===== config.mk =====
export PLATFORM = sky130hd
export DESIGN_NAME = radix_converter_unit
export DESIGN_NICKNAME = d
export VERILOG_FILES = /design/src/hw/rtl/rcu_pkg.sv /design/src/hw/rtl/rcu_parse.sv /design/src/hw/rtl/rcu_emit.sv /design/src/hw/rtl/radix_converter_unit.sv
export SDC_FILE = /design/constraint.sdc
export NUM_CORES = 1
export LEC_CHECK = 0
export BUFFER_PORTS_ARGS = -buffer_cell sky130_fd_sc_hd__buf_4
export CAP_MARGIN = 30
export CORE_ASPECT_RATIO = 1.2
export CORE_MARGIN = 1
export CORE_UTILIZATION = 55
export CTS_CLUSTER_SIZE = 24
export DETAILED_ROUTE_END_ITERATION = 16
export PLACE_DENSITY = 0.75
export SYNTH_ARGS = -nofsm -noshare
export SYNTH_HDL_FRONTEND = slang
export SYNTH_SLANG_ARGS = --single-unit

===== constraint.sdc =====
create_clock -name clk -period 18.5 [get_ports clk]
set_input_delay 3.7 -clock clk [delete_from_list [all_inputs] [get_ports clk]]
set_output_delay 3.7 -clock clk [all_outputs]
set_load 0.01 [all_outputs]

===== src/hw/rtl/rcu_pkg.sv =====
`default_nettype none
// ----------------------------------------------------------------------------
// rcu_pkg
// Shared types and constants of the radix converter unit.
// ----------------------------------------------------------------------------
package rcu_pkg;

    localparam int VALUE_BITS    = 32;  // internal value, wraps modulo 2^32
    localparam int SRC_BITS      = 31;  // source_number width
    localparam int SRC_DIGITS    = 10;  // decimal digits of a 31-bit number
    localparam int HEX_CHARS     = 8;   // characters in/out of the hex text
    localparam int RESULT_DIGITS = 19;  // digits kept in digit_result
    localparam int OCT_DIGITS    = 11;  // octal digits of a 32-bit value
    localparam int CNT_W         = 5;   // step counters, up to 31
    localparam int DIGIT_W       = 64;
    localparam int TEXT_W        = 64;
    localparam int HEX_LEN_W     = 4;

    localparam logic [7:0] ASCII_ZERO      = 8'd48;
    localparam logic [7:0] ASCII_NINE      = 8'd57;
    localparam logic [7:0] ASCII_UPPER_A   = 8'd65;
    localparam logic [7:0] ASCII_UPPER_F   = 8'd70;
    localparam logic [7:0] ASCII_ALPHA_OFS = 8'd55;

    typedef enum logic [1:0] {
        RADIX_BIN = 2'd0,
        RADIX_OCT = 2'd1,
        RADIX_DEC = 2'd2,
        RADIX_HEX = 2'd3
    } radix_t;

    // start request for a sub-unit
    typedef struct packed {
        logic   start;
        radix_t radix;
    } rcu_ctrl_t;

endpackage
`default_nettype wire


===== src/hw/rtl/rcu_parse.sv =====
`default_nettype none
// ----------------------------------------------------------------------------
// rcu_parse
// Reduces the source field to a 32-bit value: bit-serial binary to bcd
// for binary/octal sources, then one digit per cycle accumulation; one
// character per cycle for hex text; a decimal source is taken as is.
// ----------------------------------------------------------------------------
module rcu_parse
    import rcu_pkg::*;
(
    input  wire logic                  clk,
    input  wire logic                  rst_n,
    input  wire rcu_ctrl_t             ctrl,
    input  wire logic [SRC_BITS-1:0]   source_number,
    input  wire logic [TEXT_W-1:0]     hex_chars,
    input  wire logic [HEX_LEN_W-1:0]  hex_length,
    output logic                       done,
    output logic [VALUE_BITS-1:0]      value
);

    localparam int BCD_W = 4 * SRC_DIGITS;

    typedef enum logic [3:0] {
        P_IDLE   = 4'b0001,
        P_DABBLE = 4'b0010,
        P_HORNER = 4'b0100,
        P_HEX    = 4'b1000
    } parse_state_t;

    parse_state_t            state_reg, state_next;
    logic [CNT_W-1:0]        cnt_reg, cnt_next;
    logic                    done_reg, done_next;
    radix_t                  radix_reg, radix_next;
    logic [SRC_BITS-1:0]     bin_reg, bin_next;
    logic [BCD_W-1:0]        bcd_reg, bcd_next;
    logic [TEXT_W-1:0]       hex_reg, hex_next;
    logic [VALUE_BITS-1:0]   acc_reg, acc_next;

    logic [BCD_W-1:0]        bcd_adj;
    logic [7:0]              chr;
    logic                    chr_digit;
    logic                    chr_alpha;
    logic [3:0]              chr_nib;
    logic [HEX_LEN_W-1:0]    len_clip;

    // add-3 correction of every bcd digit before the shift
    always_comb
    begin
        for (int i = 0; i < SRC_DIGITS; i++)
        begin
            bcd_adj[4*i +: 4] = (bcd_reg[4*i +: 4] >= 4'd5) ?
                                (bcd_reg[4*i +: 4] + 4'd3) : bcd_reg[4*i +: 4];
        end
    end

    assign chr       = hex_reg[TEXT_W-1 -: 8];
    assign chr_digit = (chr >= ASCII_ZERO) && (chr <= ASCII_NINE);
    assign chr_alpha = (chr >= ASCII_UPPER_A) && (chr <= ASCII_UPPER_F);
    assign chr_nib   = chr_digit ? 4'(chr - ASCII_ZERO) : 4'(chr - ASCII_ALPHA_OFS);
    assign len_clip  = (hex_length > HEX_LEN_W'(HEX_CHARS)) ?
                       HEX_LEN_W'(HEX_CHARS) : hex_length;

    always_comb
    begin
        state_next = state_reg;
        cnt_next   = cnt_reg;
        done_next  = 1'b0;
        radix_next = radix_reg;
        bin_next   = bin_reg;
        bcd_next   = bcd_reg;
        hex_next   = hex_reg;
        acc_next   = acc_reg;
        case (state_reg)
            P_IDLE:
            begin
                if (ctrl.start)
                begin
                    radix_next = ctrl.radix;
                    acc_next   = '0;
                    case (ctrl.radix)
                        RADIX_DEC:
                        begin
                            acc_next  = VALUE_BITS'(source_number);
                            done_next = 1'b1;
                        end
                        RADIX_HEX:
                        begin
                            hex_next   = hex_chars;
                            cnt_next   = CNT_W'(len_clip);
                            state_next = P_HEX;
                        end
                        default:
                        begin
                            bin_next   = source_number;
                            bcd_next   = '0;
                            cnt_next   = CNT_W'(SRC_BITS);
                            state_next = P_DABBLE;
                        end
                    endcase
                end
            end
            P_DABBLE:
            begin
                bcd_next = {bcd_adj[BCD_W-2:0], bin_reg[SRC_BITS-1]};
                bin_next = {bin_reg[SRC_BITS-2:0], 1'b0};
                cnt_next = cnt_reg - CNT_W'(1);
                if (cnt_reg == CNT_W'(1))
                begin
                    cnt_next   = CNT_W'(SRC_DIGITS);
                    state_next = P_HORNER;
                end
            end
            P_HORNER:
            begin
                // most significant digit first, weight by radix
                acc_next = ((radix_reg == RADIX_BIN) ?
                            {acc_reg[VALUE_BITS-2:0], 1'b0} :
                            {acc_reg[VALUE_BITS-4:0], 3'b000})
                           + VALUE_BITS'(bcd_reg[BCD_W-1 -: 4]);
                bcd_next = {bcd_reg[BCD_W-5:0], 4'b0000};
                cnt_next = cnt_reg - CNT_W'(1);
                if (cnt_reg == CNT_W'(1))
                begin
                    done_next  = 1'b1;
                    state_next = P_IDLE;
                end
            end
            P_HEX:
            begin
                if (cnt_reg == '0)
                begin
                    done_next  = 1'b1;
                    state_next = P_IDLE;
                end
                else
                begin
                    // characters outside 0-9 / A-F are skipped
                    if (chr_digit || chr_alpha)
                    begin
                        acc_next = {acc_reg[VALUE_BITS-5:0], chr_nib};
                    end
                    hex_next = {hex_reg[TEXT_W-9:0], 8'h00};
                    cnt_next = cnt_reg - CNT_W'(1);
                end
            end
            default:
            begin
                state_next = P_IDLE;
            end
        endcase
    end

    always_ff @(posedge clk or negedge rst_n)
    begin
        if (!rst_n)
        begin
            state_reg <= P_IDLE;
            cnt_reg   <= '0;
            done_reg  <= 1'b0;
        end
        else
        begin
            state_reg <= state_next;
            cnt_reg   <= cnt_next;
            done_reg  <= done_next;
        end
    end

    always_ff @(posedge clk)
    begin
        radix_reg <= radix_next;
        bin_reg   <= bin_next;
        bcd_reg   <= bcd_next;
        hex_reg   <= hex_next;
        acc_reg   <= acc_next;
    end

    assign done  = done_reg;
    assign value = acc_reg;

endmodule
`default_nettype wire


===== src/hw/rtl/rcu_emit.sv =====
`default_nettype none
// ----------------------------------------------------------------------------
// rcu_emit
// Writes a 32-bit value in the target radix: binary/octal digits one per
// cycle into a decimal accumulator, hex text one nibble per cycle; decimal as is.
// ----------------------------------------------------------------------------
module rcu_emit
    import rcu_pkg::*;
(
    input  wire logic                  clk,
    input  wire logic                  rst_n,
    input  wire rcu_ctrl_t             ctrl,
    input  wire logic [VALUE_BITS-1:0] value,
    output logic                       done,
    output logic [DIGIT_W-1:0]         digit_result,
    output logic [TEXT_W-1:0]          hex_text,
    output logic [HEX_LEN_W-1:0]       hex_text_length,
    output logic                       overflow
);

    localparam int W_BITS = VALUE_BITS + 1;  // holds 11 whole octal digits

    typedef enum logic [2:0] {
        E_IDLE   = 3'b001,
        E_DIGITS = 3'b010,
        E_HEX    = 3'b100
    } emit_state_t;

    emit_state_t             state_reg, state_next;
    logic [CNT_W-1:0]        cnt_reg, cnt_next;
    logic                    done_reg, done_next;
    radix_t                  radix_reg, radix_next;
    logic [W_BITS-1:0]       w_reg, w_next;
    logic [DIGIT_W-1:0]      digit_reg, digit_next;
    logic [TEXT_W-1:0]       text_reg, text_next;
    logic [HEX_LEN_W-1:0]    pos_reg, pos_next;
    logic                    overflow_reg, overflow_next;

    logic [3:0]              dgt;
    logic [3:0]              nib;
    logic [7:0]              nib_ascii;

    assign dgt       = (radix_reg == RADIX_BIN) ? {3'b000, w_reg[W_BITS-1]} :
                                                  {1'b0, w_reg[W_BITS-1 -: 3]};
    assign nib       = w_reg[W_BITS-1 -: 4];
    assign nib_ascii = (nib <= 4'd9) ? (8'(nib) + ASCII_ZERO) :
                                       (8'(nib) + ASCII_ALPHA_OFS);

    always_comb
    begin
        state_next    = state_reg;
        cnt_next      = cnt_reg;
        done_next     = 1'b0;
        radix_next    = radix_reg;
        w_next        = w_reg;
        digit_next    = digit_reg;
        text_next     = text_reg;
        pos_next      = pos_reg;
        overflow_next = overflow_reg;
        case (state_reg)
            E_IDLE:
            begin
                if (ctrl.start)
                begin
                    radix_next    = ctrl.radix;
                    digit_next    = '0;
                    text_next     = '0;
                    pos_next      = '0;
                    overflow_next = 1'b0;
                    case (ctrl.radix)
                        RADIX_DEC:
                        begin
                            digit_next = DIGIT_W'(value);
                            done_next  = 1'b1;
                        end
                        RADIX_BIN:
                        begin
                            // only the low digits fit, the rest flags overflow
                            w_next = {value[RESULT_DIGITS-1:0],
                                      {(W_BITS-RESULT_DIGITS){1'b0}}};
                            overflow_next = |value[VALUE_BITS-1:RESULT_DIGITS];
                            cnt_next      = CNT_W'(RESULT_DIGITS);
                            state_next    = E_DIGITS;
                        end
                        RADIX_OCT:
                        begin
                            w_next     = {1'b0, value};
                            cnt_next   = CNT_W'(OCT_DIGITS);
                            state_next = E_DIGITS;
                        end
                        default:
                        begin
                            w_next     = {value, 1'b0};
                            cnt_next   = CNT_W'(HEX_CHARS);
                            state_next = E_HEX;
                        end
                    endcase
                end
            end
            E_DIGITS:
            begin
                // times ten plus the next digit
                digit_next = {digit_reg[DIGIT_W-4:0], 3'b000}
                           + {digit_reg[DIGIT_W-2:0], 1'b0}
                           + DIGIT_W'(dgt);
                w_next     = (radix_reg == RADIX_BIN) ?
                             {w_reg[W_BITS-2:0], 1'b0} :
                             {w_reg[W_BITS-4:0], 3'b000};
                cnt_next   = cnt_reg - CNT_W'(1);
                if (cnt_reg == CNT_W'(1))
                begin
                    done_next  = 1'b1;
                    state_next = E_IDLE;
                end
            end
            E_HEX:
            begin
                // leading zero nibbles are dropped
                if ((nib != 4'd0) || (pos_reg != '0))
                begin
                    text_next[TEXT_W-1 - 8*pos_reg[2:0] -: 8] = nib_ascii;
                    pos_next = pos_reg + HEX_LEN_W'(1);
                end
                w_next   = {w_reg[W_BITS-5:0], 4'b0000};
                cnt_next = cnt_reg - CNT_W'(1);
                if (cnt_reg == CNT_W'(1))
                begin
                    done_next  = 1'b1;
                    state_next = E_IDLE;
                end
            end
            default:
            begin
                state_next = E_IDLE;
            end
        endcase
    end

    always_ff @(posedge clk or negedge rst_n)
    begin
        if (!rst_n)
        begin
            state_reg <= E_IDLE;
            cnt_reg   <= '0;
            done_reg  <= 1'b0;
        end
        else
        begin
            state_reg <= state_next;
            cnt_reg   <= cnt_next;
            done_reg  <= done_next;
        end
    end

    always_ff @(posedge clk)
    begin
        radix_reg    <= radix_next;
        w_reg        <= w_next;
        digit_reg    <= digit_next;
        text_reg     <= text_next;
        pos_reg      <= pos_next;
        overflow_reg <= overflow_next;
    end

    assign done            = done_reg;
    assign digit_result    = digit_reg;
    assign hex_text        = text_reg;
    assign hex_text_length = pos_reg;
    assign overflow        = overflow_reg;

`ifndef NO_ASSERTIONS
    a_len_bound: assert property (@(posedge clk) disable iff (!rst_n)
        done_reg |-> (pos_reg <= HEX_LEN_W'(HEX_CHARS)))
        else $error("hex length beyond character count");
    a_ovf_bin_only: assert property (@(posedge clk) disable iff (!rst_n)
        (done_reg && (radix_reg != RADIX_BIN)) |-> !overflow_reg)
        else $error("overflow outside binary target");
    a_text_hex_only: assert property (@(posedge clk) disable iff (!rst_n)
        (done_reg && (radix_reg != RADIX_HEX)) |-> (pos_reg == '0))
        else $error("hex text written for digit target");
`endif

endmodule
`default_nettype wire


===== src/hw/rtl/radix_converter_unit.sv =====
`default_nettype none
// ----------------------------------------------------------------------------
// radix_converter_unit
// Converts one number per word between binary, octal, decimal and hex.
// ----------------------------------------------------------------------------
// usage
//   input channel item_*: op (source radix in bits 3:2, target in 1:0),
//   source_number in digit-as-decimal form, or hex_chars/hex_length text
//   output channel result_*: digit_result, hex_text, hex_text_length,
//   overflow; one result word per input word, in order
//   one word is worked on at a time; item_stall is high from acceptance
//   until its result has moved into the output register
//   steps from acceptance to result_valid:
//     parse: binary/octal source by bit-serial bcd shifts, then digit
//     steps; hex source by one step per character (length capped at 8);
//     decimal source taken as is; emit: binary target 19 digits, octal 11,
//     hex 8 nibbles, decimal as is; parse done starts the emit unit, and
//     emit done loads the output register once that register is free
//   the next word can be accepted in the cycle after the result loads
//   the output register frees the converter: a finished result waits there
//   while the next word is accepted; if a result is done while the register
//   is still stalled, the converter holds it until the register drains
//   reset clears the control state; no word is pending after reset
// ----------------------------------------------------------------------------
module radix_converter_unit
    import rcu_pkg::*;
(
    input  wire logic                  clk,
    input  wire logic                  rst_n,
    input  wire logic                  item_valid,
    output logic                       item_stall,
    input  wire logic [3:0]            op,
    input  wire logic [SRC_BITS-1:0]   source_number,
    input  wire logic [TEXT_W-1:0]     hex_chars,
    input  wire logic [HEX_LEN_W-1:0]  hex_length,
    output logic                       result_valid,
    input  wire logic                  result_stall,
    output logic [DIGIT_W-1:0]         digit_result,
    output logic [TEXT_W-1:0]          hex_text,
    output logic [HEX_LEN_W-1:0]       hex_text_length,
    output logic                       overflow
);

    typedef enum logic [3:0] {
        S_IDLE  = 4'b0001,
        S_PARSE = 4'b0010,
        S_EMIT  = 4'b0100,
        S_WAIT  = 4'b1000
    } top_state_t;

    top_state_t              state_reg, state_next;
    logic                    result_valid_reg, result_valid_next;
    radix_t                  target_reg;
    logic [DIGIT_W-1:0]      digit_result_reg;
    logic [TEXT_W-1:0]       hex_text_reg;
    logic [HEX_LEN_W-1:0]    hex_text_length_reg;
    logic                    overflow_reg;

    rcu_ctrl_t               parse_ctrl;
    rcu_ctrl_t               emit_ctrl;
    logic                    parse_done;
    logic                    emit_done;
    logic [VALUE_BITS-1:0]   value;
    logic [DIGIT_W-1:0]      emit_digit;
    logic [TEXT_W-1:0]       emit_text;
    logic [HEX_LEN_W-1:0]    emit_len;
    logic                    emit_overflow;

    logic                    accept;
    logic                    out_free;
    logic                    load;

    // word accepted only while nothing is in flight
    assign item_stall = (state_reg != S_IDLE);
    assign accept     = item_valid && !item_stall;

    // output register can take a new result this cycle
    assign out_free = !result_valid_reg || !result_stall;
    assign load     = (((state_reg == S_EMIT) && emit_done) || (state_reg == S_WAIT))
                      && out_free;

    assign parse_ctrl.start = accept;
    assign parse_ctrl.radix = radix_t'(op[3:2]);
    assign emit_ctrl.start  = parse_done;
    assign emit_ctrl.radix  = target_reg;

    rcu_parse u_parse (
        .clk           (clk),
        .rst_n         (rst_n),
        .ctrl          (parse_ctrl),
        .source_number (source_number),
        .hex_chars     (hex_chars),
        .hex_length    (hex_length),
        .done          (parse_done),
        .value         (value)
    );

    rcu_emit u_emit (
        .clk             (clk),
        .rst_n           (rst_n),
        .ctrl            (emit_ctrl),
        .value           (value),
        .done            (emit_done),
        .digit_result    (emit_digit),
        .hex_text        (emit_text),
        .hex_text_length (emit_len),
        .overflow        (emit_overflow)
    );

    always_comb
    begin
        state_next = state_reg;
        case (state_reg)
            S_IDLE:
            begin
                if (accept)
                begin
                    state_next = S_PARSE;
                end
            end
            S_PARSE:
            begin
                if (parse_done)
                begin
                    state_next = S_EMIT;
                end
            end
            S_EMIT:
            begin
                if (emit_done)
                begin
                    // emit unit holds its result while the register is full
                    state_next = out_free ? S_IDLE : S_WAIT;
                end
            end
            S_WAIT:
            begin
                if (out_free)
                begin
                    state_next = S_IDLE;
                end
            end
            default:
            begin
                state_next = S_IDLE;
            end
        endcase
    end

    always_comb
    begin
        result_valid_next = result_valid_reg;
        if (load)
        begin
            result_valid_next = 1'b1;
        end
        else if (!result_stall)
        begin
            result_valid_next = 1'b0;
        end
    end

    always_ff @(posedge clk or negedge rst_n)
    begin
        if (!rst_n)
        begin
            state_reg        <= S_IDLE;
            result_valid_reg <= 1'b0;
        end
        else
        begin
            state_reg        <= state_next;
            result_valid_reg <= result_valid_next;
        end
    end

    // payload registers
    always_ff @(posedge clk)
    begin
        if (accept)
        begin
            target_reg <= radix_t'(op[1:0]);
        end
        if (load)
        begin
            digit_result_reg    <= emit_digit;
            hex_text_reg        <= emit_text;
            hex_text_length_reg <= emit_len;
            overflow_reg        <= emit_overflow;
        end
    end

    assign result_valid    = result_valid_reg;
    assign digit_result    = digit_result_reg;
    assign hex_text        = hex_text_reg;
    assign hex_text_length = hex_text_length_reg;
    assign overflow        = overflow_reg;

`ifndef NO_ASSERTIONS
    a_accept_starts: assert property (@(posedge clk) disable iff (!rst_n)
        accept |=> (state_reg == S_PARSE))
        else $error("accepted word did not start parsing");
    a_parse_done_state: assert property (@(posedge clk) disable iff (!rst_n)
        parse_done |-> (state_reg == S_PARSE))
        else $error("parse finished outside parse phase");
    a_emit_done_state: assert property (@(posedge clk) disable iff (!rst_n)
        emit_done |-> (state_reg == S_EMIT))
        else $error("emit finished outside emit phase");
    a_wait_blocked: assert property (@(posedge clk) disable iff (!rst_n)
        (state_reg == S_WAIT) |-> (result_valid_reg && (result_stall || load)))
        else $error("result held back with output register free");
`endif

endmodule
`default_nettype wire

* After elaboration in Yosys (flattened, before gate mapping)
Index checks and enable logic that the tools add are counted.
Word-level totals: register bits after elaboration 496, input bits 107
Cells by class: add/sub/neg operators 22, magnitude comparators 16, equality and inequality tests 36, shifts and indexed selects 2, mux-type cells 79, reduce and logical (&&, ||, !) cells 45
Operators with widths (count):
- two-way mux 64 bit | 6
- case mux 64 bit (2 select lines) | 3
- case mux 33 bit (3 select lines) | 2
- two-way mux 32 bit | 5
- case mux 40 bit (3 select lines) | 1
- case mux 32 bit (3 select lines) | 1
- two-way mux 31 bit | 3
- two-way mux 4 bit | 22
- two-way mux 40 bit | 2
- variable shift 8 x 34 -> 71 bit, first input constant | 1
- indexed part select 8 x 34 -> 71 bit | 1
- two-way mux 33 bit | 2
- adder 64 x 4 -> 64 bit | 1
- adder 64 bit | 1
- bitwise mux 64 bit | 1
- case mux 31 bit (2 select lines) | 1
- greater-or-equal comparator 4 x 3 -> 1 bit, second input constant | 10
- adder 4 x 2 -> 4 bit, second input constant | 9
- negation 32 -> 34 bit | 1
- adder 32 x 4 -> 32 bit | 1
- case mux 4 bit (4 select lines) | 2
- two-way mux 5 bit | 4
- case mux 5 bit (2 select lines) | 2
- case mux 5 bit (4 select lines) | 1
- 48 further kinds | 117

* Longest topological paths before layout
word-level depth 6, mapped depth 15, depth with buffers taken out 12

* Cells and area by module
Synthesis repeated with hierarchy kept, for this count alone.
Second synthesis, totals: cells, all modules 2586, area total of the unflattened synthesis 27263.6 sq um
By module, submodules not included:
- rcu_emit | times used 1, cells an instance 1373, area each 12494.5 sq um, sequential area each 5271.3 sq um
- rcu_parse | times used 1, cells an instance 1046, area each 10418.7 sq um, sequential area each 5326.4 sq um
- radix_converter_unit | times used 1, cells an instance 167, area each 4350.4 sq um, sequential area each 4180.3 sq um

* Worst setup path before layout
OpenSTA, ideal clock, no wires.
path kind input port to flip-flop, start point in result_stall, end point reg digit_result_reg[0] (netlist: digit_result[0]), enable pin, data arrival time 10.121 ns, setup slack 7.709 ns, stages 1, cell sequence a21oi_1
On the way: word-level cells in the longest chain between the ends 3
Ends and longest elaborated chain:
- start, declared | RTL line radix_converter_unit.sv:37 | input wire logic result_stall,
- zero test 1 bit
- logical OR 1 bit | RTL line radix_converter_unit.sv:78 | assign out_free = !result_valid_reg || !result_stall;
- logical AND 1 bit | RTL line radix_converter_unit.sv:80 | && out_free;
- end signal, assigned | RTL line radix_converter_unit.sv:186 | digit_result_reg <= emit_digit;
- end, declared | RTL line radix_converter_unit.sv:54 | logic [DIGIT_W-1:0] digit_result_reg;
Every way passes these cells. A chain may end at the register's enable or synchronous reset.

* Final worst setup path
start point reg state_reg[0], end point out item_stall
On the way: word-level cells in the longest chain between the ends 1
Ends and longest elaborated chain:
- start, declared | RTL line radix_converter_unit.sv:51 | top_state_t state_reg, state_next;
- start signal, assigned | RTL line radix_converter_unit.sv:172 | state_reg <= state_next;
- != test 4 x 1 -> 1 bit | RTL line radix_converter_unit.sv:74 | assign item_stall = (state_reg != S_IDLE);
- end, declared | RTL line radix_converter_unit.sv:31 | output logic item_stall,
Every way passes these cells.

==> impl_metrics.env <==
export IMPL_avgViaCountPerCell=6.04
export IMPL_synth_nets=2783
export IMPL_vias=20600
export IMPL_holdBufCountCts=0
export IMPL_grt_max_degree=96
export IMPL_syn_inst=2574
export IMPL_relSlewSlack=0.344
export IMPL_maxCapViolations=0
export IMPL_core_sq_mm=0.0481
export IMPL_netlist_cell_type_count=88
export IMPL_synth_edff_count=472
export IMPL_slew_violations=0
export IMPL_ys_seq_elements=496
export IMPL_layout_drive_gt1_share=0.142
export IMPL_ys_seq_area_frac=0.551
export IMPL_cp_data_arrival_time_ns=1.67
export IMPL_path_max_fanout=8
export IMPL_rows=88
export IMPL_fmax_mhz=186
export IMPL_hold_viol=0
export IMPL_cts_buffer_depth=3
export IMPL_wl_met2_um=32700
export IMPL_htreeDepth=2
export IMPL_finalCritPeriodShare=0.290
export IMPL_clockRootBuffer="clkbuf_16"
export IMPL_tritoncts="done"
export IMPL_synthArstFlopShare=0.0484
export IMPL_cts_made_buffers=49
export IMPL_status="finished clean"
export IMPL_power_density_mw_per_mm2=120
export IMPL_finalClockSkew_ns=0.0173
export IMPL_fin_nets=2943
export IMPL_insertion_delay_ns=0.61
export IMPL_min_path_type="register to register"
export IMPL_gp_congestion=0.928
export IMPL_met1_length_um=26200
export IMPL_antenna_found_initial=0
export IMPL_antenna_cells=0
export IMPL_syn_area_sq_mm=0.0268
export IMPL_die_y_um=244
export IMPL_ant_nets=0
export IMPL_ir_drop_mv=0.0929
export IMPL_endpoint_kind="output port"
export IMPL_yosysWarningCount=0
export IMPL_fin_setup_tns_ns=0
export IMPL_drcViolationCount=0
export IMPL_die_w_um=204
export IMPL_min_period_ns=5.37
export IMPL_top_layer_used="met4"
export IMPL_wl_per_cell_um=19.0
export IMPL_total_power_mw=3.71
export IMPL_p_leak_nw=11.8
export IMPL_mostFrequentLayoutCell="edfxtp_1"
export IMPL_first_global_vias=19900
export IMPL_yosys_most_used_dff="edfxtp_1"
export IMPL_path_class="register to output port"
export IMPL_dr_pass1_iters=6
export IMPL_die_area_sq_mm=0.0497
export IMPL_drt_total_wl_um=64600
export IMPL_syn_area_per_cell_sq_um=10.4
export IMPL_crit_path_start_kind="register"
export IMPL_grt_pass1_wl_um=102000
export IMPL_final_cell_mix="edfxtp_1, nand2_1, buf_4"
export IMPL_post_cts_resize_count=0
export IMPL_io_pins=242
export IMPL_worstMarginPinSlew_ns=0.976
export IMPL_path_clk_slew_ns=0.06
export IMPL_wl_met3_um=4120
export IMPL_cts_setup_buffers=0
export IMPL_cts_sinks=496
export IMPL_drt_iter0_markers=1580
export IMPL_gr_usage_all_layers=0.256
export IMPL_syn_to_final_growth_pct=14.9
export IMPL_start_util=0.558
export IMPL_port_buffers=241
export IMPL_crit_required_ns=14.80
export IMPL_dp_hpwl_um=44500
export IMPL_grt_setup_unrepaired="false"
export IMPL_overflow=0
export IMPL_setup_viol=0
final cells by class:
class	instances	area, sq um
clock buffers	55	1250
clock inverters	37	408
fillers	3773	17300
inverters	53	199
multi-input cells	1864	11300
flip-flops and latches	496	14800
well taps	630	788
repair buffers	270	2080
synth_stat cells (47+ instances only):
master    count  area, sq um
edfxtp_1    472        14200
nand2_1     460         1730
a21oi_1     213         1070
nor2_1      182          683
o21ai_0     148          741
clkbuf_1    107          402
ha_1        100         1250
nand3_1      72          360
mux2i_1      70          701
a22oi_1      60          450
xnor2_1      59          517
inv_1        51          191
nor3_1       47          235
worst max-delay path, stage by stage, from the launching register on:
cell and delay (ns):
dfstp_2 0.60, nor2b_1 0.24, nand2_1 0.08, buf_4 0.14
layer usage:
metal / track usage / up-vias
li1: - / 9819
met3: 0.0386 / 101
met4: 0.0759 / 0
met5: 0 / -
met1: 0.327 / 9894
met2: 0.446 / 761
kinds of logic after synthesis:
logic type                 after synthesis  share of synthesized area
AOI/OAI and AO/OA                      654                      0.153
and+or+nand+nor                        947                      0.160
xor gates and xnor gates                90                     0.0294
buffers and inverters                  214                     0.0318
DFF                                    496                      0.551
adders and majority gates              102                     0.0481
muxes                                   71                     0.0265
power by group:
group | leakage [nW] | internal [mW] | switching [mW] | total [mW]
sequential | 4.78 | 1.53 | 0.228 | 1.76
combinational | 6.24 | 0.375 | 0.561 | 0.936
clock | 0.787 | 0.578 | 0.446 | 1.02
total | 11.8 | 2.48 | 1.23 | 3.71
worst paths after layout:
check	start	to	slack (ns)	depth (start not counted)
setup / recovery	state_reg[0]$_DFFE_PN1P_	item_stall	13.13	3
hold / removal	u_emit.digit_result[63]$_SDFFCE_PN0P_	digit_result[63]$_DFFE_PP_	0.43	0
setup reg to reg	u_emit.radix_reg[1]$_DFFE_PP_	u_emit.digit_result[55]$_SDFFCE_PN0P_	14.18	13
hold reg to reg	u_emit.digit_result[63]$_SDFFCE_PN0P_	digit_result[63]$_DFFE_PP_	0.43	0
max in group asynchronous	rst_n	u_emit.state_reg[0]$_DFFE_PN1P_	15.20	1
min in group asynchronous	rst_n	result_valid$_DFFE_PN0P_	2.99	1
per-stage QoR:
| step | area, sq um | cells | setup slack (ns) | utilization | hold WS (ns) |
|---|---|---|---|---|---|
| 2_1_floorplan | 26800 | 2574 | 7.71 | - | 0.400 |
| 3_3_place_gp | 29100 | 3310 | 12.63 | 0.605 | 0.405 |
| 3_5_place_dp | 29200 | 3312 | 12.55 | 0.606 | 0.425 |
| 4_1_cts | 30800 | 3404 | 13.11 | 0.640 | 0.440 |
| 5_1_grt | 30800 | 3405 | 13.04 | 0.641 | 0.445 |
| 6_report | 30800 | 3405 | 13.13 | 0.641 | 0.434 |
No activity file was read; power rests on OpenSTA's default activity.
